$ cat config.mk
export PLATFORM = sky130hd
export DESIGN_NAME = rational_normalize_flat
export DESIGN_NICKNAME = d
export VERILOG_FILES = /design/src/sv/rnorm_pkg.sv /design/src/sv/rnorm_if.sv /design/src/sv/rnorm_div.sv /design/src/sv/rnorm_dp.sv /design/src/sv/rnorm_ctrl.sv /design/src/sv/rational_normalize.sv /design/src/flat_wrapper.sv
export SDC_FILE = /design/constraint.sdc
export NUM_CORES = 1
export LEC_CHECK = 0
export BUFFER_PORTS_ARGS = -buffer_cell sky130_fd_sc_hd__buf_2
export CORE_MARGIN = 1.5
export CORE_UTILIZATION = 35
export CTS_CLUSTER_SIZE = 16
export DETAILED_ROUTE_END_ITERATION = 12
export SYNTH_ARGS = -nofsm -noshare
export SYNTH_HDL_FRONTEND = slang
export SYNTH_HIERARCHICAL = 1
export SYNTH_SLANG_ARGS = --single-unit
$ cat constraint.sdc
create_clock -name clk -period 5.6 [get_ports clk]
set_input_delay 0.84 -clock clk [delete_from_list [all_inputs] [get_ports clk]]
set_output_delay 0.84 -clock clk [all_outputs]
set_load 0.1 [all_outputs]
$ cat src/sv/rnorm_pkg.sv
// shared types and codes for the fraction reduction block
package rnorm_pkg;

	// result status codes
	typedef logic [1:0] status_t;
	localparam status_t ST_OK       = 2'd0;
	localparam status_t ST_ZERO_DEN = 2'd1;
	localparam status_t ST_OVERFLOW = 2'd2;

	// which division the shared divider runs
	typedef enum logic [1:0] {
		DIV_MOD,
		DIV_NUM,
		DIV_DEN
	} div_sel_t;

	// what kind of result gets written
	typedef enum logic [1:0] {
		RES_ZERO_DEN,
		RES_ZERO_NUM,
		RES_RATIO
	} res_kind_t;

	// controller to datapath
	typedef struct packed {
		logic      load;
		logic      div_start;
		div_sel_t  div_sel;
		logic      gcd_step;
		logic      save_rn;
		logic      write;
		res_kind_t kind;
	} rnorm_cmd_t;

	// datapath to controller
	typedef struct packed {
		logic den_zero;
		logic num_zero;
		logic b_zero;
		logic div_idle;
		logic out_free;
	} rnorm_stat_t;

endpackage

$ cat src/sv/rnorm_if.sv
// request and result channel interfaces
interface rnorm_in_if #(
	parameter int DATA_WIDTH = 32
);
	logic                         valid;
	logic                         ready;
	logic signed [DATA_WIDTH-1:0] num_in;
	logic signed [DATA_WIDTH-1:0] den_in;

	modport source(output valid, num_in, den_in, input ready);
	modport sink(input valid, num_in, den_in, output ready);
endinterface

interface rnorm_out_if import rnorm_pkg::*; #(
	parameter int DATA_WIDTH = 32
);
	logic                         valid;
	logic                         ready;
	logic signed [DATA_WIDTH-1:0] num_out;
	logic        [DATA_WIDTH-2:0] den_out;
	logic                         is_whole;
	status_t                      status;

	modport source(output valid, num_out, den_out, is_whole, status, input ready);
	modport sink(input valid, num_out, den_out, is_whole, status, output ready);
endinterface

$ cat src/sv/rnorm_div.sv
// restoring divider, one quotient bit per cycle
module rnorm_div #(
	parameter int W = 32
) (
	input  logic         clk,
	input  logic         arst_n,
	input  logic         start,
	input  logic [W-1:0] dividend,
	input  logic [W-1:0] divisor,
	output logic [W-1:0] quo,
	output logic [W-1:0] rem,
	output logic         idle
);
	localparam int CNT_W = $clog2(W + 1);

	logic [CNT_W-1:0] cnt_q;
	logic [W-1:0]     quo_q;
	logic [W:0]       rem_q;
	logic [W-1:0]     dvs_q;
	logic [W:0]       rem_sh;
	logic [W:0]       diff;

	assign rem_sh = {rem_q[W-1:0], quo_q[W-1]};
	assign diff   = rem_sh - {1'b0, dvs_q};

	always_ff @(posedge clk or negedge arst_n) begin
		if (!arst_n) begin
			cnt_q <= '0;
		end else if (start) begin
			cnt_q <= CNT_W'(W);
		end else if (cnt_q != '0) begin
			cnt_q <= cnt_q - 1'b1;
		end
	end

	always_ff @(posedge clk) begin
		if (start) begin
			quo_q <= dividend;
			rem_q <= '0;
			dvs_q <= divisor;
		end else if (cnt_q != '0) begin
			// keep the difference when the shifted remainder covers the divisor
			if (!diff[W]) begin
				rem_q <= diff;
				quo_q <= {quo_q[W-2:0], 1'b1};
			end else begin
				rem_q <= rem_sh;
				quo_q <= {quo_q[W-2:0], 1'b0};
			end
		end
	end

	assign quo  = quo_q;
	assign rem  = rem_q[W-1:0];
	assign idle = (cnt_q == '0);
endmodule

$ cat src/sv/rnorm_dp.sv
// datapath: magnitudes, euclid registers, shared divider, result register
module rnorm_dp import rnorm_pkg::*; #(
	parameter int DW = 32
) (
	input  logic                 clk,
	input  logic                 arst_n,
	input  rnorm_cmd_t           cmd,
	output rnorm_stat_t          stat,
	input  logic signed [DW-1:0] num_in,
	input  logic signed [DW-1:0] den_in,
	output logic                 out_valid,
	input  logic                 out_ready,
	output logic signed [DW-1:0] num_out,
	output logic        [DW-2:0] den_out,
	output logic                 is_whole,
	output status_t              status
);
	logic [DW-1:0] nmag_q, dmag_q, a_q, b_q, rn_q;
	logic          nneg_q, dneg_q;
	logic [DW-1:0] div_a, div_b, quo, rem;
	logic          div_idle;
	logic          rneg, ovf;
	logic          out_valid_q;
	logic [DW-1:0] num_o_q;
	logic [DW-2:0] den_o_q;
	logic          whole_o_q;
	status_t       status_o_q;

	// operand select for the shared divider
	always_comb begin
		case (cmd.div_sel)
			DIV_MOD: begin div_a = a_q;    div_b = b_q; end
			DIV_NUM: begin div_a = nmag_q; div_b = a_q; end
			DIV_DEN: begin div_a = dmag_q; div_b = a_q; end
			default: begin div_a = a_q;    div_b = b_q; end
		endcase
	end

	rnorm_div #(.W(DW)) u_div (
		.clk      (clk),
		.arst_n   (arst_n),
		.start    (cmd.div_start),
		.dividend (div_a),
		.divisor  (div_b),
		.quo      (quo),
		.rem      (rem),
		.idle     (div_idle)
	);

	always_ff @(posedge clk) begin
		if (cmd.load) begin
			nneg_q <= num_in[DW-1];
			dneg_q <= den_in[DW-1];
			nmag_q <= num_in[DW-1] ? DW'(0) - DW'(num_in) : DW'(num_in);
			dmag_q <= den_in[DW-1] ? DW'(0) - DW'(den_in) : DW'(den_in);
			a_q    <= num_in[DW-1] ? DW'(0) - DW'(num_in) : DW'(num_in);
			b_q    <= den_in[DW-1] ? DW'(0) - DW'(den_in) : DW'(den_in);
		end else if (cmd.gcd_step) begin
			a_q <= b_q;
			b_q <= rem;
		end
		if (cmd.save_rn) begin
			rn_q <= quo;
		end
	end

	// final check: quotient holds the reduced denominator here
	assign rneg = nneg_q ^ dneg_q;
	assign ovf  = quo[DW-1] | (rn_q[DW-1] & ~rneg);

	always_ff @(posedge clk) begin
		if (cmd.write) begin
			case (cmd.kind)
				RES_ZERO_DEN: begin
					num_o_q    <= '0;
					den_o_q    <= '0;
					whole_o_q  <= 1'b0;
					status_o_q <= ST_ZERO_DEN;
				end
				RES_ZERO_NUM: begin
					num_o_q    <= '0;
					den_o_q    <= (DW-1)'(1);
					whole_o_q  <= 1'b1;
					status_o_q <= ST_OK;
				end
				RES_RATIO: begin
					if (ovf) begin
						num_o_q    <= '0;
						den_o_q    <= '0;
						whole_o_q  <= 1'b0;
						status_o_q <= ST_OVERFLOW;
					end else begin
						num_o_q    <= rneg ? DW'(0) - rn_q : rn_q;
						den_o_q    <= quo[DW-2:0];
						whole_o_q  <= (quo == DW'(1));
						status_o_q <= ST_OK;
					end
				end
				default: begin
					num_o_q    <= '0;
					den_o_q    <= '0;
					whole_o_q  <= 1'b0;
					status_o_q <= ST_ZERO_DEN;
				end
			endcase
		end
	end

	always_ff @(posedge clk or negedge arst_n) begin
		if (!arst_n) begin
			out_valid_q <= 1'b0;
		end else if (cmd.write) begin
			out_valid_q <= 1'b1;
		end else if (out_ready) begin
			out_valid_q <= 1'b0;
		end
	end

	assign stat.den_zero = (dmag_q == '0);
	assign stat.num_zero = (nmag_q == '0);
	assign stat.b_zero   = (b_q == '0);
	assign stat.div_idle = div_idle;
	assign stat.out_free = ~out_valid_q | out_ready;

	assign out_valid = out_valid_q;
	assign num_out   = num_o_q;
	assign den_out   = den_o_q;
	assign is_whole  = whole_o_q;
	assign status    = status_o_q;
endmodule

$ cat src/sv/rnorm_ctrl.sv
// controller: sequences euclid steps and the two final divisions
module rnorm_ctrl import rnorm_pkg::*; (
	input  logic        clk,
	input  logic        arst_n,
	input  logic        in_valid,
	output logic        in_ready,
	input  rnorm_stat_t stat,
	output rnorm_cmd_t  cmd
);
	typedef enum logic [2:0] {
		S_IDLE,
		S_CHECK,
		S_LOOP,
		S_MOD,
		S_RN,
		S_RD,
		S_DONE
	} state_t;

	state_t state_q, state_nx;

	always_comb begin
		state_nx      = state_q;
		cmd           = '0;
		cmd.div_sel   = DIV_MOD;
		cmd.kind      = RES_RATIO;
		in_ready      = 1'b0;
		case (state_q)
			S_IDLE: begin
				in_ready = 1'b1;
				if (in_valid) begin
					cmd.load = 1'b1;
					state_nx = S_CHECK;
				end
			end
			S_CHECK: begin
				if (stat.den_zero || stat.num_zero) begin
					state_nx = S_DONE;
				end else begin
					state_nx = S_LOOP;
				end
			end
			S_LOOP: begin
				cmd.div_start = 1'b1;
				if (stat.b_zero) begin
					cmd.div_sel = DIV_NUM;
					state_nx    = S_RN;
				end else begin
					cmd.div_sel = DIV_MOD;
					state_nx    = S_MOD;
				end
			end
			S_MOD: begin
				if (stat.div_idle) begin
					cmd.gcd_step = 1'b1;
					state_nx     = S_LOOP;
				end
			end
			S_RN: begin
				cmd.div_sel = DIV_NUM;
				if (stat.div_idle) begin
					cmd.save_rn   = 1'b1;
					cmd.div_start = 1'b1;
					cmd.div_sel   = DIV_DEN;
					state_nx      = S_RD;
				end
			end
			S_RD: begin
				cmd.div_sel = DIV_DEN;
				if (stat.div_idle) begin
					state_nx = S_DONE;
				end
			end
			S_DONE: begin
				if (stat.den_zero) begin
					cmd.kind = RES_ZERO_DEN;
				end else if (stat.num_zero) begin
					cmd.kind = RES_ZERO_NUM;
				end else begin
					cmd.kind = RES_RATIO;
				end
				if (stat.out_free) begin
					cmd.write = 1'b1;
					state_nx  = S_IDLE;
				end
			end
			default: begin
				state_nx = S_IDLE;
			end
		endcase
	end

	always_ff @(posedge clk or negedge arst_n) begin
		if (!arst_n) begin
			state_q <= S_IDLE;
		end else begin
			state_q <= state_nx;
		end
	end
endmodule

$ cat src/sv/rational_normalize.sv
// top level: reduces a signed fraction to lowest terms
//
// usage
// - frac channel carries one request: num_in / den_in, two's complement
// - result channel returns one result per request: num_out (sign of the
//   fraction), den_out (positive), is_whole and a status code
// - status: ok, zero denominator, or overflow when the reduced result
//   needs +2^(DATA_WIDTH-1) in either part
// - timing: one request at a time; the result waits on the euclid remainder
//   steps and then the two final divisions, all run on the shared
//   one-bit-per-cycle divider; zero numerator or zero denominator results
//   skip the divider
// - throughput: the next request is taken the cycle after the write back,
//   so a new request waits until the previous one is written back
// - the result register parts the two sides: a new request is taken while
//   the previous result still waits; a stalled receiver only holds the
//   finished request in its last state until the register frees up
// - reset clears the controller and the result valid flag; no clearing pass
module rational_normalize import rnorm_pkg::*; #(
	parameter int DATA_WIDTH = 32
) (
	input  logic        clk,
	input  logic        arst_n,
	rnorm_in_if.sink    frac,
	rnorm_out_if.source result
);
	rnorm_cmd_t  cmd;
	rnorm_stat_t stat;

	// sequencing of load, euclid loop, two divisions and write back
	rnorm_ctrl u_ctrl (
		.clk      (clk),
		.arst_n   (arst_n),
		.in_valid (frac.valid),
		.in_ready (frac.ready),
		.stat     (stat),
		.cmd      (cmd)
	);

	// operand registers, shared divider and result register
	rnorm_dp #(.DW(DATA_WIDTH)) u_dp (
		.clk       (clk),
		.arst_n    (arst_n),
		.cmd       (cmd),
		.stat      (stat),
		.num_in    (frac.num_in),
		.den_in    (frac.den_in),
		.out_valid (result.valid),
		.out_ready (result.ready),
		.num_out   (result.num_out),
		.den_out   (result.den_out),
		.is_whole  (result.is_whole),
		.status    (result.status)
	);

`ifndef ASSERT_OFF
	// one request in flight: ready drops right after a request is taken
	a_one_in_flight: assert property (@(posedge clk) disable iff (!arst_n)
		frac.valid && frac.ready |=> !frac.ready)
		else $error("request accepted while another is in flight");

	// a new result only appears after a write back command
	a_valid_from_write: assert property (@(posedge clk) disable iff (!arst_n)
		$rose(result.valid) |-> $past(cmd.write))
		else $error("result valid without write back");

	// an ok result always has a nonzero denominator
	a_ok_den: assert property (@(posedge clk) disable iff (!arst_n)
		result.valid && result.status == ST_OK |-> result.den_out != '0)
		else $error("ok result with zero denominator");

	// error results carry zero payload
	a_err_zero: assert property (@(posedge clk) disable iff (!arst_n)
		result.valid && (result.status == ST_OVERFLOW || result.status == ST_ZERO_DEN)
		|-> result.num_out == '0 && result.den_out == '0 && !result.is_whole)
		else $error("error result with nonzero payload");
`endif
endmodule

$ cat src/flat_wrapper.sv
// flat-port wrapper written by rule: the top's interface ports become plain ports
module rational_normalize_flat import rnorm_pkg::*;
#(
	parameter int DATA_WIDTH = 32
)
  (clk, arst_n, frac_valid, frac_num_in, frac_den_in, frac_ready, result_valid, result_num_out, result_den_out, result_is_whole, result_status, result_ready);
  rnorm_in_if #(.DATA_WIDTH(DATA_WIDTH)) frac_i ();
  rnorm_out_if #(.DATA_WIDTH(DATA_WIDTH)) result_i ();
  input  logic clk;
  input  logic arst_n;
  input wire logic [$bits(frac_i.valid)-1:0] frac_valid;
  input wire logic [$bits(frac_i.num_in)-1:0] frac_num_in;
  input wire logic [$bits(frac_i.den_in)-1:0] frac_den_in;
  output wire logic [$bits(frac_i.ready)-1:0] frac_ready;
  output wire logic [$bits(result_i.valid)-1:0] result_valid;
  output wire logic [$bits(result_i.num_out)-1:0] result_num_out;
  output wire logic [$bits(result_i.den_out)-1:0] result_den_out;
  output wire logic [$bits(result_i.is_whole)-1:0] result_is_whole;
  output wire logic [$bits(result_i.status)-1:0] result_status;
  input wire logic [$bits(result_i.ready)-1:0] result_ready;
  assign frac_i.valid = frac_valid;
  assign frac_i.num_in = frac_num_in;
  assign frac_i.den_in = frac_den_in;
  assign frac_ready = frac_i.ready;
  assign result_valid = result_i.valid;
  assign result_num_out = result_i.num_out;
  assign result_den_out = result_i.den_out;
  assign result_is_whole = result_i.is_whole;
  assign result_status = result_i.status;
  assign result_i.ready = result_ready;
  rational_normalize #(.DATA_WIDTH(DATA_WIDTH)) u_core (.clk(clk), .arst_n(arst_n), .frac(frac_i), .result(result_i));
endmodule
==> results of run 1 <==
[report_power, final]
part | internal, uW | switching (uW) | total, uW | leakage (uW)
Sequential | 3220 | 335 | 3550 | 0.00311
Clock | 1380 | 1000 | 2380 | 0.000567
Combinational | 861 | 1280 | 2150 | 0.00361
[final cells by class]
class,instances,area share (%)
Sequential cell,334,47.5
Multi-Input combinational cell,1066,37.2
Clock buffer,45,4.95
Timing Repair Buffer,158,4.17
Tap cell,672,4.13
Inverter,66,1.22
Clock inverter,23,0.836
[layer usage]
metal / wire length, um / vias up / part of all wire [%] / GRT usage [%]
met5: 0 / - / 0 / 0
met4: 1690 / 0 / 3.4 / 6.35
met3: 3190 / 87 / 6.4 / 2.13
met2: 22400 / 524 / 45 / 29.4
met1: 22900 / 6351 / 46 / 27.2
li1: - / 6064 / - / -
[kinds of logic (layout without fill, tap and decap cells)]
logic type | Yosys count | in the layout | share of synthesized area (%)
compound gates | 319 | 319 | 12.6
simple gates | 474 | 474 | 13.7
xor+xnor | 102 | 102 | 5.03
mux | 130 | 130 | 8.23
flops | 334 | 334 | 54.3
fa+ha+maj | 41 | 41 | 2.93
buf+inv | 141 | 292 | 3.22
[placed cells by master (no fill, tap or decap), types with 39 or more instances in the layout]
cell       instances
xnor2_1           79
buf_2            135
clkbuf_16         39
nand2_1          113
a21oi_1           60
ha_1              39
inv_1             65
nor2_1           113
edfxtp_1         292
o21ai_0           71
mux2_2           126
nor4_1            45
[flip-flops by register name, indices dropped and copies added (netlist names), 31 cells and up]
| signal | count |
|---|---|
| u_core/u_dp/dmag_q | 32 |
| u_core/u_dp/num_out | 32 |
| u_core/u_dp/nmag_q | 32 |
| u_core/u_dp/den_out | 31 |
| u_core/u_dp/b_q | 32 |
| u_core/u_dp/u_div/quo | 32 |
| u_core/u_dp/rn_q | 32 |
| u_core/u_dp/a_q | 32 |
| u_core/u_dp/u_div/rem_q | 32 |
| u_core/u_dp/u_div/dvs_q | 32 |
[critical path: stages, from the launching register on]
cell      delay (ns)
edfxtp_1        0.44
nor4_1          0.42
nand4_1         0.28
nor2_1          0.40
a21oi_1         0.12
nor2_1          0.17
ha_1            0.81
buf_4           0.31
a22oi_1         0.10
o21ai_0         0.38
mux2_2          0.23
[per-stage QoR]
| step | util, % | hold slack [ns] | std cells | area (um2) |
|---|---|---|---|---|
| final | 40.6 | 0.151 | 2364 | 20400 |
| after floorplan | - | 0.460 | 1541 | 17800 |
| after global placement | 38.2 | 0.492 | 2296 | 19200 |
| after CTS | 40.6 | 0.150 | 2364 | 20400 |
| after detailed placement | 38.2 | 0.500 | 2296 | 19200 |
| after global routing | 40.6 | 0.163 | 2364 | 20400 |
[how the worst min path moves through the flow]
stage | startpoint | end | slack, ns | cells past startpoint
6_report | arst_n | u_core/u_dp/out_valid$_DFFE_PN0P_ | 0.15 | 1
5_1_grt | arst_n | u_core/u_ctrl/state_q[1]$_DFFE_PN0P_ | 0.16 | 1
4_1_cts | arst_n | u_core/u_dp/out_valid$_DFFE_PN0P_ | 0.15 | 1
3_5_place_dp | u_core/u_dp/u_div/quo[14]$_DFFE_PP_ | u_core/u_dp/rn_q[14]$_DFFE_PP_ | 0.50 | 0
3_3_place_gp | u_core/u_dp/u_div/quo[10]$_DFFE_PP_ | u_core/u_dp/rn_q[10]$_DFFE_PP_ | 0.49 | 0
2_1_floorplan | u_core/u_dp/u_div/rem_q[14]$_SDFFE_PP0N_ | u_core/u_dp/u_div/rem_q[14]$_SDFFE_PP0N_ | 0.46 | 2
==> results by group, run 1 <==
CTS
  • CTS tree: yes
  • Worst skew pair latency: 0.54 ns
  • Max clock buf depth: 3
  • Cts bufs inserted: 38
  • # Post-CTS Setup Buffers: 0
  • Clk slew on worst S/H paths: 0.06 ns
  • Cts hold-fix bufs: 0
  • H-Tree Depth: 2
  • Clock root buffer: clkbuf_16
  • Post-CTS sizing: 0
  • Sink Count: 334

Synth
  • Syn Nets: 1650
  • Most common cell in the netlist: edfxtp_1
  • Sequential area share after synthesis: 54.3%
  • Syn avg cell area: 11.5 um2
  • Syn Std Cell Area: 17800 um2
  • Most frequent cells after synthesis: 292 x edfxtp_1, 126 x mux2_2, 114 x nor2_1
  • Number of flops mapped to enable cells by yosys: 292
  • Yosys top cell by area: edfxtp_1
  • Post-synthesis async set-or-reset flop share: 2.99%
  • Synth Register Bits: 334
  • Synth top area share: 49.3%
  • Top FF cell, synth: edfxtp_1
  • Synth area leaders: edfxtp_1 49%, mux2_2 8.0%, xnor2_1 3.9%
  • Library cells used by synthesis: 85
  • Mapped Cells: 1541
  • Yosys warns: 6

Pwr
  • Worst vdd ir: 276 uV
  • Static Leak: 0.00729 uW
  • Final Total Pwr: 8080 uW
  • Pwr Density: 397 nW/um2

Timing
  • Worst-margin pin slew: 1.24 ns
  • Final Max Tran Viols: 0
  • Crit share post-route: 68.0%
  • Max-Slew Margin vs Limit: 16.7%
  • RSZ-0062 raised after global routing: false
  • Final setup vio count: 0
  • Clk_skew: 0.0197 ns
  • Fmax: 0.263 GHz
  • Setup TNS: 0 ns
  • Fin crit period: 3.81 ns
  • Fin. Hold Viols: 0
  • PnR worst setup slack: 1.79 ns

Placed design
  • RePlAce Congestion: 0.896
  • IO buf count: 135
  • Pre-CTS WS: 1.87 ns
  • Placed wire-length estimate: 37600 um

Die
  • Core area: 50200 um2
  • Row cnt: 82
  • Io pins: 136
  • Initial Util: 35.4%
  • DIE WIDTH: 228 um
  • Die ar.: 52200 um2
  • Chip height: 228 um

Finish
  • Share of layout cells above drive strength 1: 22.8%
  • Multi-input logic area: 7580 um2
  • Filler cell count: 4756
  • Antenna diodes: 0
  • Layout area overhead: 14.5%
  • Register area: 9660 um2
  • Layout Nets: 1773

Global routing
  • Tot GR Track Use: 18.9%
  • Remaining global-route overflow: 0
  • Initial antenna violation count: 0
  • Pin count of the biggest net entering global routing: 74
  • Number of global-route vias before repair: 12417
  • First-pass GRT wire length: 76100 um

Critical path
  • Setup crit end: u_core/u_dp/u_div/quo[11]$_DFFE_PP_
  • CP required: 6.00 ns
  • Crit start category: flip-flop
  • Crit. Startpoint: u_core/u_dp/b_q[4]$_DFFE_PP_
  • Arrival time at the worst endpoint: 4.20 ns
  • Worst reg2reg path endpoint: u_core/u_dp/u_div/quo[11]$_DFFE_PP_
  • Critical path type: reg2reg
  • FF-to-FF path depth: 10
  • RR Startpoint: u_core/u_dp/b_q[4]$_DFFE_PP_
  • Critical path fanouts, max: 23
  • R2R Setup Slk: 1.79 ns
  • CP Capture Type: flip-flop

Drt
  • Final WL: 50200 um
  • Antenna-violating nets left: 0
  • DRC errors left: 0
  • Via count: 13026
  • DRT iter0 DRCs: 1388
  • DR WL/cell: 21.2 um
  • First-pass iteration count of the detailed router: 6
  • Via/cell ratio: 5.51

Job
  • Maxcap violations: 0

Run status
  • Status: finished clean

Min path
  • Hold Crit Class: in2async
Note: power is estimated with default switching activity, not from simulation.
==> inputs of run 2 (changes only) <==
==> constraint.sdc (replaced) <==
create_clock -name clk -period 3.3 [get_ports clk]
set_input_delay 0.495 -clock clk [delete_from_list [all_inputs] [get_ports clk]]
set_output_delay 0.495 -clock clk [all_outputs]
set_load 0.1 [all_outputs]
==> results by group, run 2 (synthesized netlist as in run 1, its figures left out) <==
Critical path
  • Critical Path Most Common Cell: buf_6
  • Bufs and invs on worst path: 4 (+3)
  • Crit-path cells: inv_2, ha_4, fa_2, nand2b_4, a21o_1, a211o_1, a2111oi_4, o211a_4, buf_6, nor4_2, nor2_2, buf_6, clkbuf_16, nand3b_1, a311oi_1
  • Arrival time at the worst endpoint: 3.79 ns (-0.41 ns)
  • CP max stage cell: a2111oi_4
  • Crit start category: flip-flop
  • Critical path fanouts, max: 6 (-74%)
  • Critical path's largest stage delay: 0.46 ns (-0.35 ns)
  • CP Capture Type: flip-flop
  • CP required: 3.75 ns (-2.25 ns)
  • Crit path max-delay family: compound AO/OA/AOI/OAI gates
  • Critical path type: reg2reg

Finish
  • Layout Nets: 1829 (+3.2%)
  • Antenna diodes: 0 (unchanged)
  • Fin util: 42.8% (+2.2 points)
  • Layout area overhead: 20.7%
  • Most frequent cells in the layout: 292 x edfxtp_1, 135 x buf_2, 113 x nor2_1
  • Post-route insts no fill: 2421 (+2.4%)
  • Post-Layout Inst Area: 21500 um2 (+5.4%)
  • Share of layout cells above drive strength 1: 28.3% (+5.5 points)
  • Most common cell after layout, fill and taps aside: edfxtp_1

CTS
  • Worst skew pair latency: 0.54 ns (about the same)
  • Clock root buffer: clkbuf_16
  • Cts bufs inserted: 37 (-2.6%)
  • CTS tree: yes
  • H-Tree Depth: 2 (unchanged)
  • Max clock buf depth: 3 (unchanged)
  • Sink Count: 334 (unchanged)
  • Clk slew on worst S/H paths: 0.06 ns (about the same)

Global routing
  • Remaining global-route overflow: 0 (unchanged)
  • Number of global-route vias before repair: 12600 (+1.5%)
  • Pin count of the biggest net entering global routing: 76 (+2.7%)
  • First-pass GRT wire length: 76400 um (+0.43%)
  • Initial antenna violation count: 5 (+5)
  • Tot GR Track Use: 19.0% (+0.11 points)

Placed design
  • IO buf count: 135 (unchanged)
  • RePlAce Congestion: 0.914 (+2.0%)
  • DP Cell Count: 2341 (+2.0%)
  • Placed wire-length estimate: 38500 um (+2.4%)
  • Area after DPL: 19700 um2 (+2.9%)

Pwr
  • Static Leak: 0.00785 uW (+7.7%)
  • Worst vdd ir: 512 uV (+86%)
  • Pwr Density: 686 nW/um2 (+73%)
  • Final Total Pwr: 14700 uW (+82%)

Drt
  • Antenna-violating nets left: 0 (unchanged)
  • Final WL: 51400 um (+2.4%)
  • DRC errors left: 0 (unchanged)
  • DR WL/cell: 21.2 um (about the same)
  • DRT iter0 DRCs: 1052 (-24%)
  • Via count: 13199 (+1.3%)
  • First-pass iteration count of the detailed router: 7 (+1)
  • Via/cell ratio: 5.45 (-1.1%)

Timing
  • RSZ-0062 raised after global routing: true
  • Final setup vio count: 7 (+7)
  • Worst-margin pin slew: 0.745 ns (-0.494 ns)
  • PnR worst setup slack: -0.0412 ns (-1.83 ns)
  • Max-Slew Margin vs Limit: 50.1% (+33 points)
  • Final Max Tran Viols: 0 (unchanged)
  • Fin crit period: 3.34 ns (-0.466 ns)
  • Fin. Hold Viols: 0 (unchanged)
  • Fmax: 0.299 GHz (+14%)
  • Clk_skew: 0.0348 ns (+0.0151 ns)
  • WHS: 0.239 ns (+0.0885 ns)
  • Crit share post-route: 101% (+33 points)

Die
  • Die ar.: 52200 um2 (unchanged)
  • Core area: 50200 um2 (unchanged)
  • Row cnt: 82 (unchanged)
  • DIE WIDTH: 228 um (unchanged)
  • Initial Util: 35.4% (unchanged)
  • Chip height: 228 um (unchanged)
  • Io pins: 136 (unchanged)

Min path
  • Hold Crit Class: in2reg

Job
  • Maxcap violations: 0 (unchanged)

Run status
  • Status: finished, violations left
  • Failing checks: negative setup slack
run 2: cell types whose count changed in the layout (fill, tap and decap cells not counted), sizes merged, moves of 3 or more:
| cell | change |
|---|---|
| clkbuf | +8 |
| clkinvlp | -3 |
| buf | +52 |
| clkinv | -3 |
run 2: path summary, 6_finish.rpt:
check                                                    start                                  endpoint  slack, ns  cells past startpoint
setup reg to reg           u_core/u_dp/u_div/quo[31]$_DFFE_PP_  u_core/u_dp/u_div/rem_q[10]$_SDFFE_PP0N_      -0.04                     15
setup / recovery           u_core/u_dp/u_div/quo[31]$_DFFE_PP_  u_core/u_dp/u_div/rem_q[10]$_SDFFE_PP0N_      -0.04                     15
hold reg to reg            u_core/u_dp/u_div/quo[14]$_DFFE_PP_            u_core/u_dp/rn_q[14]$_DFFE_PP_       0.51                      0
max in group asynchronous                               arst_n      u_core/u_ctrl/state_q[0]$_DFFE_PN0P_       2.73                      2
min in group asynchronous                               arst_n    u_core/u_dp/u_div/cnt_q[2]$_DFFE_PN0P_       0.36                      2
hold / removal                                  frac_num_in[0]           u_core/u_dp/nmag_q[0]$_DFFE_PP_       0.24                      1
run 2: metal layers:
layer / vias to the layer above / wire [um] / track usage [%]
li1: 6184 / - / -
met3: 84 / 3370 / 3.27
met2: 516 / 23500 / 29.9
met1: 6413 / 22900 / 26.5
met5: - / 8 / 0
met4: 2 / 1600 / 6.04
run 2: where the power goes:
| group | switching, uW | total [uW] | leakage, uW | internal, uW |
|---|---|---|---|---|
| logic | 2530 | 4540 | 0.00413 | 2010 |
| clock network | 1690 | 4170 | 0.000604 | 2480 |
| registers | 548 | 6000 | 0.00311 | 5450 |
run 2: timing repair:
action	CTS	global route
hold buffers	1	0
pin swaps	0	35
endpoints found under the hold margin	10	0
setup buffers	2	4
cloned	0	5
resized for setup	2	66
endpoints found under the setup margin	5	78
run 2: stage by stage:
step | TNS, ns | worst slack (ns)
after global placement | 0 | 0.0342
final | -0.0958 | -0.0412
after floorplan | -17.77 | -0.183
after detailed placement | 0 | 0.00948
after CTS | -0.00898 | -0.00898
after global routing | -2.68 | -0.150
run 2: area by class of cell:
class | count | area, um2
fill | 4664 | 28700
sequential | 334 | 9660
multi-input combinational | 1067 | 7960
timing repair buffer | 214 | 1510
clock buffer | 50 | 1050
tap | 672 | 841
inverter | 66 | 250
clock inverter | 18 | 193
==> inputs of run 3 (changes only) <==
--- a/config.mk
+++ b/config.mk
@@ -5,11 +5,15 @@
 export SDC_FILE = /design/constraint.sdc
 export NUM_CORES = 1
 export LEC_CHECK = 0
+export ABC_AREA = 1
 export BUFFER_PORTS_ARGS = -buffer_cell sky130_fd_sc_hd__buf_2
+export CELL_PAD_IN_SITES_DETAIL_PLACEMENT = 1
+export CELL_PAD_IN_SITES_GLOBAL_PLACEMENT = 2
 export CORE_MARGIN = 1.5
-export CORE_UTILIZATION = 35
+export CORE_UTILIZATION = 33
 export CTS_CLUSTER_SIZE = 16
 export DETAILED_ROUTE_END_ITERATION = 12
+export PLACE_DENSITY_LB_ADDON = 0.1
 export SYNTH_ARGS = -nofsm -noshare
 export SYNTH_HDL_FRONTEND = slang
 export SYNTH_HIERARCHICAL = 1
==> results by group, run 3 <==
Timing
  • Final setup vio count: 0 (-7)
  • Fmax: 0.328 GHz (+9.4%)
  • Fin crit period: 3.05 ns (-0.288 ns)
  • Worst-margin pin slew: 0.834 ns (+0.0889 ns)
  • Setup TNS: 0 ns (+0.0958 ns)
  • Crit share post-route: 92.5% (-8.7 points)
  • Clk_skew: 0.0231 ns (-0.0117 ns)
  • Max-Slew Margin vs Limit: 44.4% (-5.7 points)
  • PnR worst setup slack: 0.247 ns (+0.288 ns)
  • RSZ-0062 raised after global routing: false
  • WHS: 0.152 ns (-0.0871 ns)
  • Final Max Tran Viols: 0 (unchanged)
  • Fin. Hold Viols: 0 (unchanged)

Critical path
  • Critical Path Most Common Cell: buf_4
  • Crit. Startpoint: u_core/u_dp/b_q[30]$_DFFE_PP_
  • RR Startpoint: u_core/u_dp/b_q[30]$_DFFE_PP_
  • Crit-path cells: nor4_2, nand4_1, nor2_1, nand3_1, o21ai_1, inv_1, ha_4, buf_4, buf_4, o21ai_0
  • CP max stage cell: ha_4
  • Arrival time at the worst endpoint: 3.36 ns (-0.43 ns)
  • Critical path fanouts, max: 19 (+13)
  • Crit path max-delay family: simple AND/OR/NAND/NOR gates
  • Crit start category: flip-flop
  • CP Capture Type: flip-flop
  • Bufs and invs on worst path: 3 (-1)
  • Critical path type: reg2reg
  • CP required: 3.61 ns (-0.14 ns)
  • Critical path's largest stage delay: 0.44 ns (-0.02 ns)

CTS
  • H-Tree Depth: 2 (unchanged)
  • Sink Count: 334 (unchanged)
  • # Post-CTS Setup Buffers: 0 (-2)
  • Clk slew on worst S/H paths: 0.06 ns (about the same)
  • Cts bufs inserted: 39 (+5.4%)
  • Max clock buf depth: 3 (unchanged)
  • Clock root buffer: clkbuf_16
  • CTS tree: yes
  • Worst skew pair latency: 0.57 ns (+0.03 ns)

Placed design
  • IO buf count: 135 (unchanged)
  • Placed wire-length estimate: 57700 um (+50%)
  • RePlAce Congestion: 0.865 (-5.4%)
  • Pre-CTS WS: 0.214 ns (+0.204 ns)

Drt
  • Via count: 17229 (+31%)
  • DRT iter0 DRCs: 1111 (+5.6%)
  • DRC errors left: 18 (+18)
  • Via/cell ratio: 4.96 (-9.0%)
  • First-pass iteration count of the detailed router: 9 (+2)
  • DR WL/cell: 20.8 um (-1.8%)
  • Antenna-violating nets left: 0 (unchanged)
  • Final WL: 72300 um (+41%)

Global routing
  • Top Usage Layer GRT: met2
  • Tot GR Track Use: 23.7% (+4.7 points)
  • GRT met2 Usage: 40.4% (+10 points)
  • Remaining global-route overflow: 0 (unchanged)
  • Number of global-route vias before repair: 17443 (+38%)
  • Met3 usage: 3.05% (-0.22 points)
  • Met1 usage: 31.7% (+5.2 points)
  • Initial antenna violation count: 2 (-3)
  • First-pass GRT wire length: 108000 um (+41%)
  • Pin count of the biggest net entering global routing: 130 (+71%)

Die
  • Chip height: 248 um (+8.6%)
  • Initial Util: 33.5% (-1.9 points)
  • Io pins: 136 (unchanged)
  • Row cnt: 89 (+8.5%)
  • DIE WIDTH: 248 um (+8.6%)
  • Core area: 59100 um2 (+18%)
  • Die ar.: 61500 um2 (+18%)

Synth
  • Post-synthesis async set-or-reset flop share: 2.99% (unchanged)
  • Sequential area share after synthesis: 48.8% (-5.6 points)
  • Synth area leaders: edfxtp_1 44%, nand2_1 18%, inv_1 6.5%
  • Mapped Cells: 2540 (+65%)
  • Synth Register Bits: 334 (unchanged)
  • Syn Std Cell Area: 19800 um2 (+11%)
  • Syn Nets: 2649 (+61%)
  • Top FF cell, synth: edfxtp_1
  • Number of flops mapped to enable cells by yosys: 292 (unchanged)
  • Most common cell in the netlist: nand2_1
  • Syn avg cell area: 7.80 um2 (-32%)
  • Most frequent cells after synthesis: 948 x nand2_1, 341 x inv_1, 292 x edfxtp_1
  • Yosys warns: 6 (unchanged)
  • Synth top area share: 44.3% (-5.0 points)
  • Yosys top cell by area: edfxtp_1
  • Library cells used by synthesis: 46 (-46%)

Pwr
  • Sw Share: 43.1% (+11 points)
  • Worst vdd ir: 565 uV (+10%)
  • Combinational share of power: 41.5% (+11 points)
  • Internal power: 11600 uW (+16%)
  • Clock share of power: 23.3% (-5.0 points)
  • Final Total Pwr: 20300 uW (+38%)
  • Pwr Density: 890 nW/um2 (+30%)
  • Sw Pwr: 8750 uW (+83%)
  • Flop pwr share: 35.2% (-5.6 points)
  • Static Leak: 0.0104 uW (+33%)

Finish
  • Most frequent cells in the layout: 948 x nand2_1, 338 x inv_1, 292 x edfxtp_1
  • Share of layout cells above drive strength 1: 11.8% (-16 points)
  • Most common cell after layout, fill and taps aside: nand2_1
  • Layout area overhead: 15.2%
  • Layout Nets: 2776 (+52%)
  • Fin util: 38.6% (-4.2 points)

Run status
  • Failing checks: design-rule violations
  • Status: finished, violations left

Job
  • Maxcap violations: 0 (unchanged)

Min path
  • Hold Crit Class: in2reg
  • Worst min-delay path startpoint: frac_den_in[0]
==> run 3: timing repair <==
item	4_1_cts	5_1_grt
gates resized for setup	0	2
setup endpoints to repair	0	24
endpoints found under the hold margin	10	0
hold buffers	1	0
==> run 3: through the flow <==
stage / cell area, um2 / cells
after floorplan: 19800 / 2540
after global placement: 21400 / 3398
after detailed placement: 21400 / 3398
after CTS: 22800 / 3470
after global routing: 22800 / 3470
final: 22800 / 3472
==> run 3: kinds of logic after synthesis <==
group | synth area share (%)
and+or+nand+nor | 31.7
buffers and inverters | 8.72
DFF | 48.8
AOI/OAI and AO/OA | 6.15
xor gates and xnor gates | 2.07
adders and majority gates | 2.63
==> run 3: final timing paths <==
| path | to | slack (ns) | cells after the start |
|---|---|---|---|
| min in group asynchronous | u_core/u_dp/u_div/cnt_q[3]$_DFFE_PN0P_ | 0.34 | 2 |
| worst min-delay path | u_core/u_dp/dmag_q[0]$_DFFE_PP_ | 0.15 | 1 |
| worst min register to register | u_core/u_dp/u_div/rem_q[15]$_SDFFE_PP0N_ | 0.49 | 2 |
| worst max register to register | u_core/u_dp/u_div/dvs_q[5]$_DFFE_PP_ | 0.25 | 10 |
| max in group asynchronous | u_core/u_dp/u_div/cnt_q[0]$_DFFE_PN0P_ | 2.75 | 2 |
| worst max-delay path | u_core/u_dp/u_div/dvs_q[5]$_DFFE_PP_ | 0.25 | 10 |
==> run 3: per-layer routing <==
layer  routed length, um  up-vias  part of all wire [%]
met5                  13        -                 0.018
met4                1580        2                   2.2
met3                3460       80                   4.8
met2               34800      369                    48
met1               32500     8370                    45
li1                    -     8408                     -
==> run 3: layout make-up <==
type	count	area, um2
diodes	2	5.00
multi-input cells	1779	8490
clock buffers	43	1010
fillers	7218	36300
inverters	352	1330
clock inverters	28	387
repair buffers	161	973
well taps	773	967
flip-flops and latches	334	9660
==> run 3: power groups by stage <==
stage,combinational (uW),sequential [uW],clock [uW]
2_1_floorplan,5930,6590,0
3_3_place_gp,8280,7200,0
3_5_place_dp,8450,7210,0
4_1_cts,8510,7130,4860
5_1_grt,9560,7220,4970
6_report,8430,7140,4730
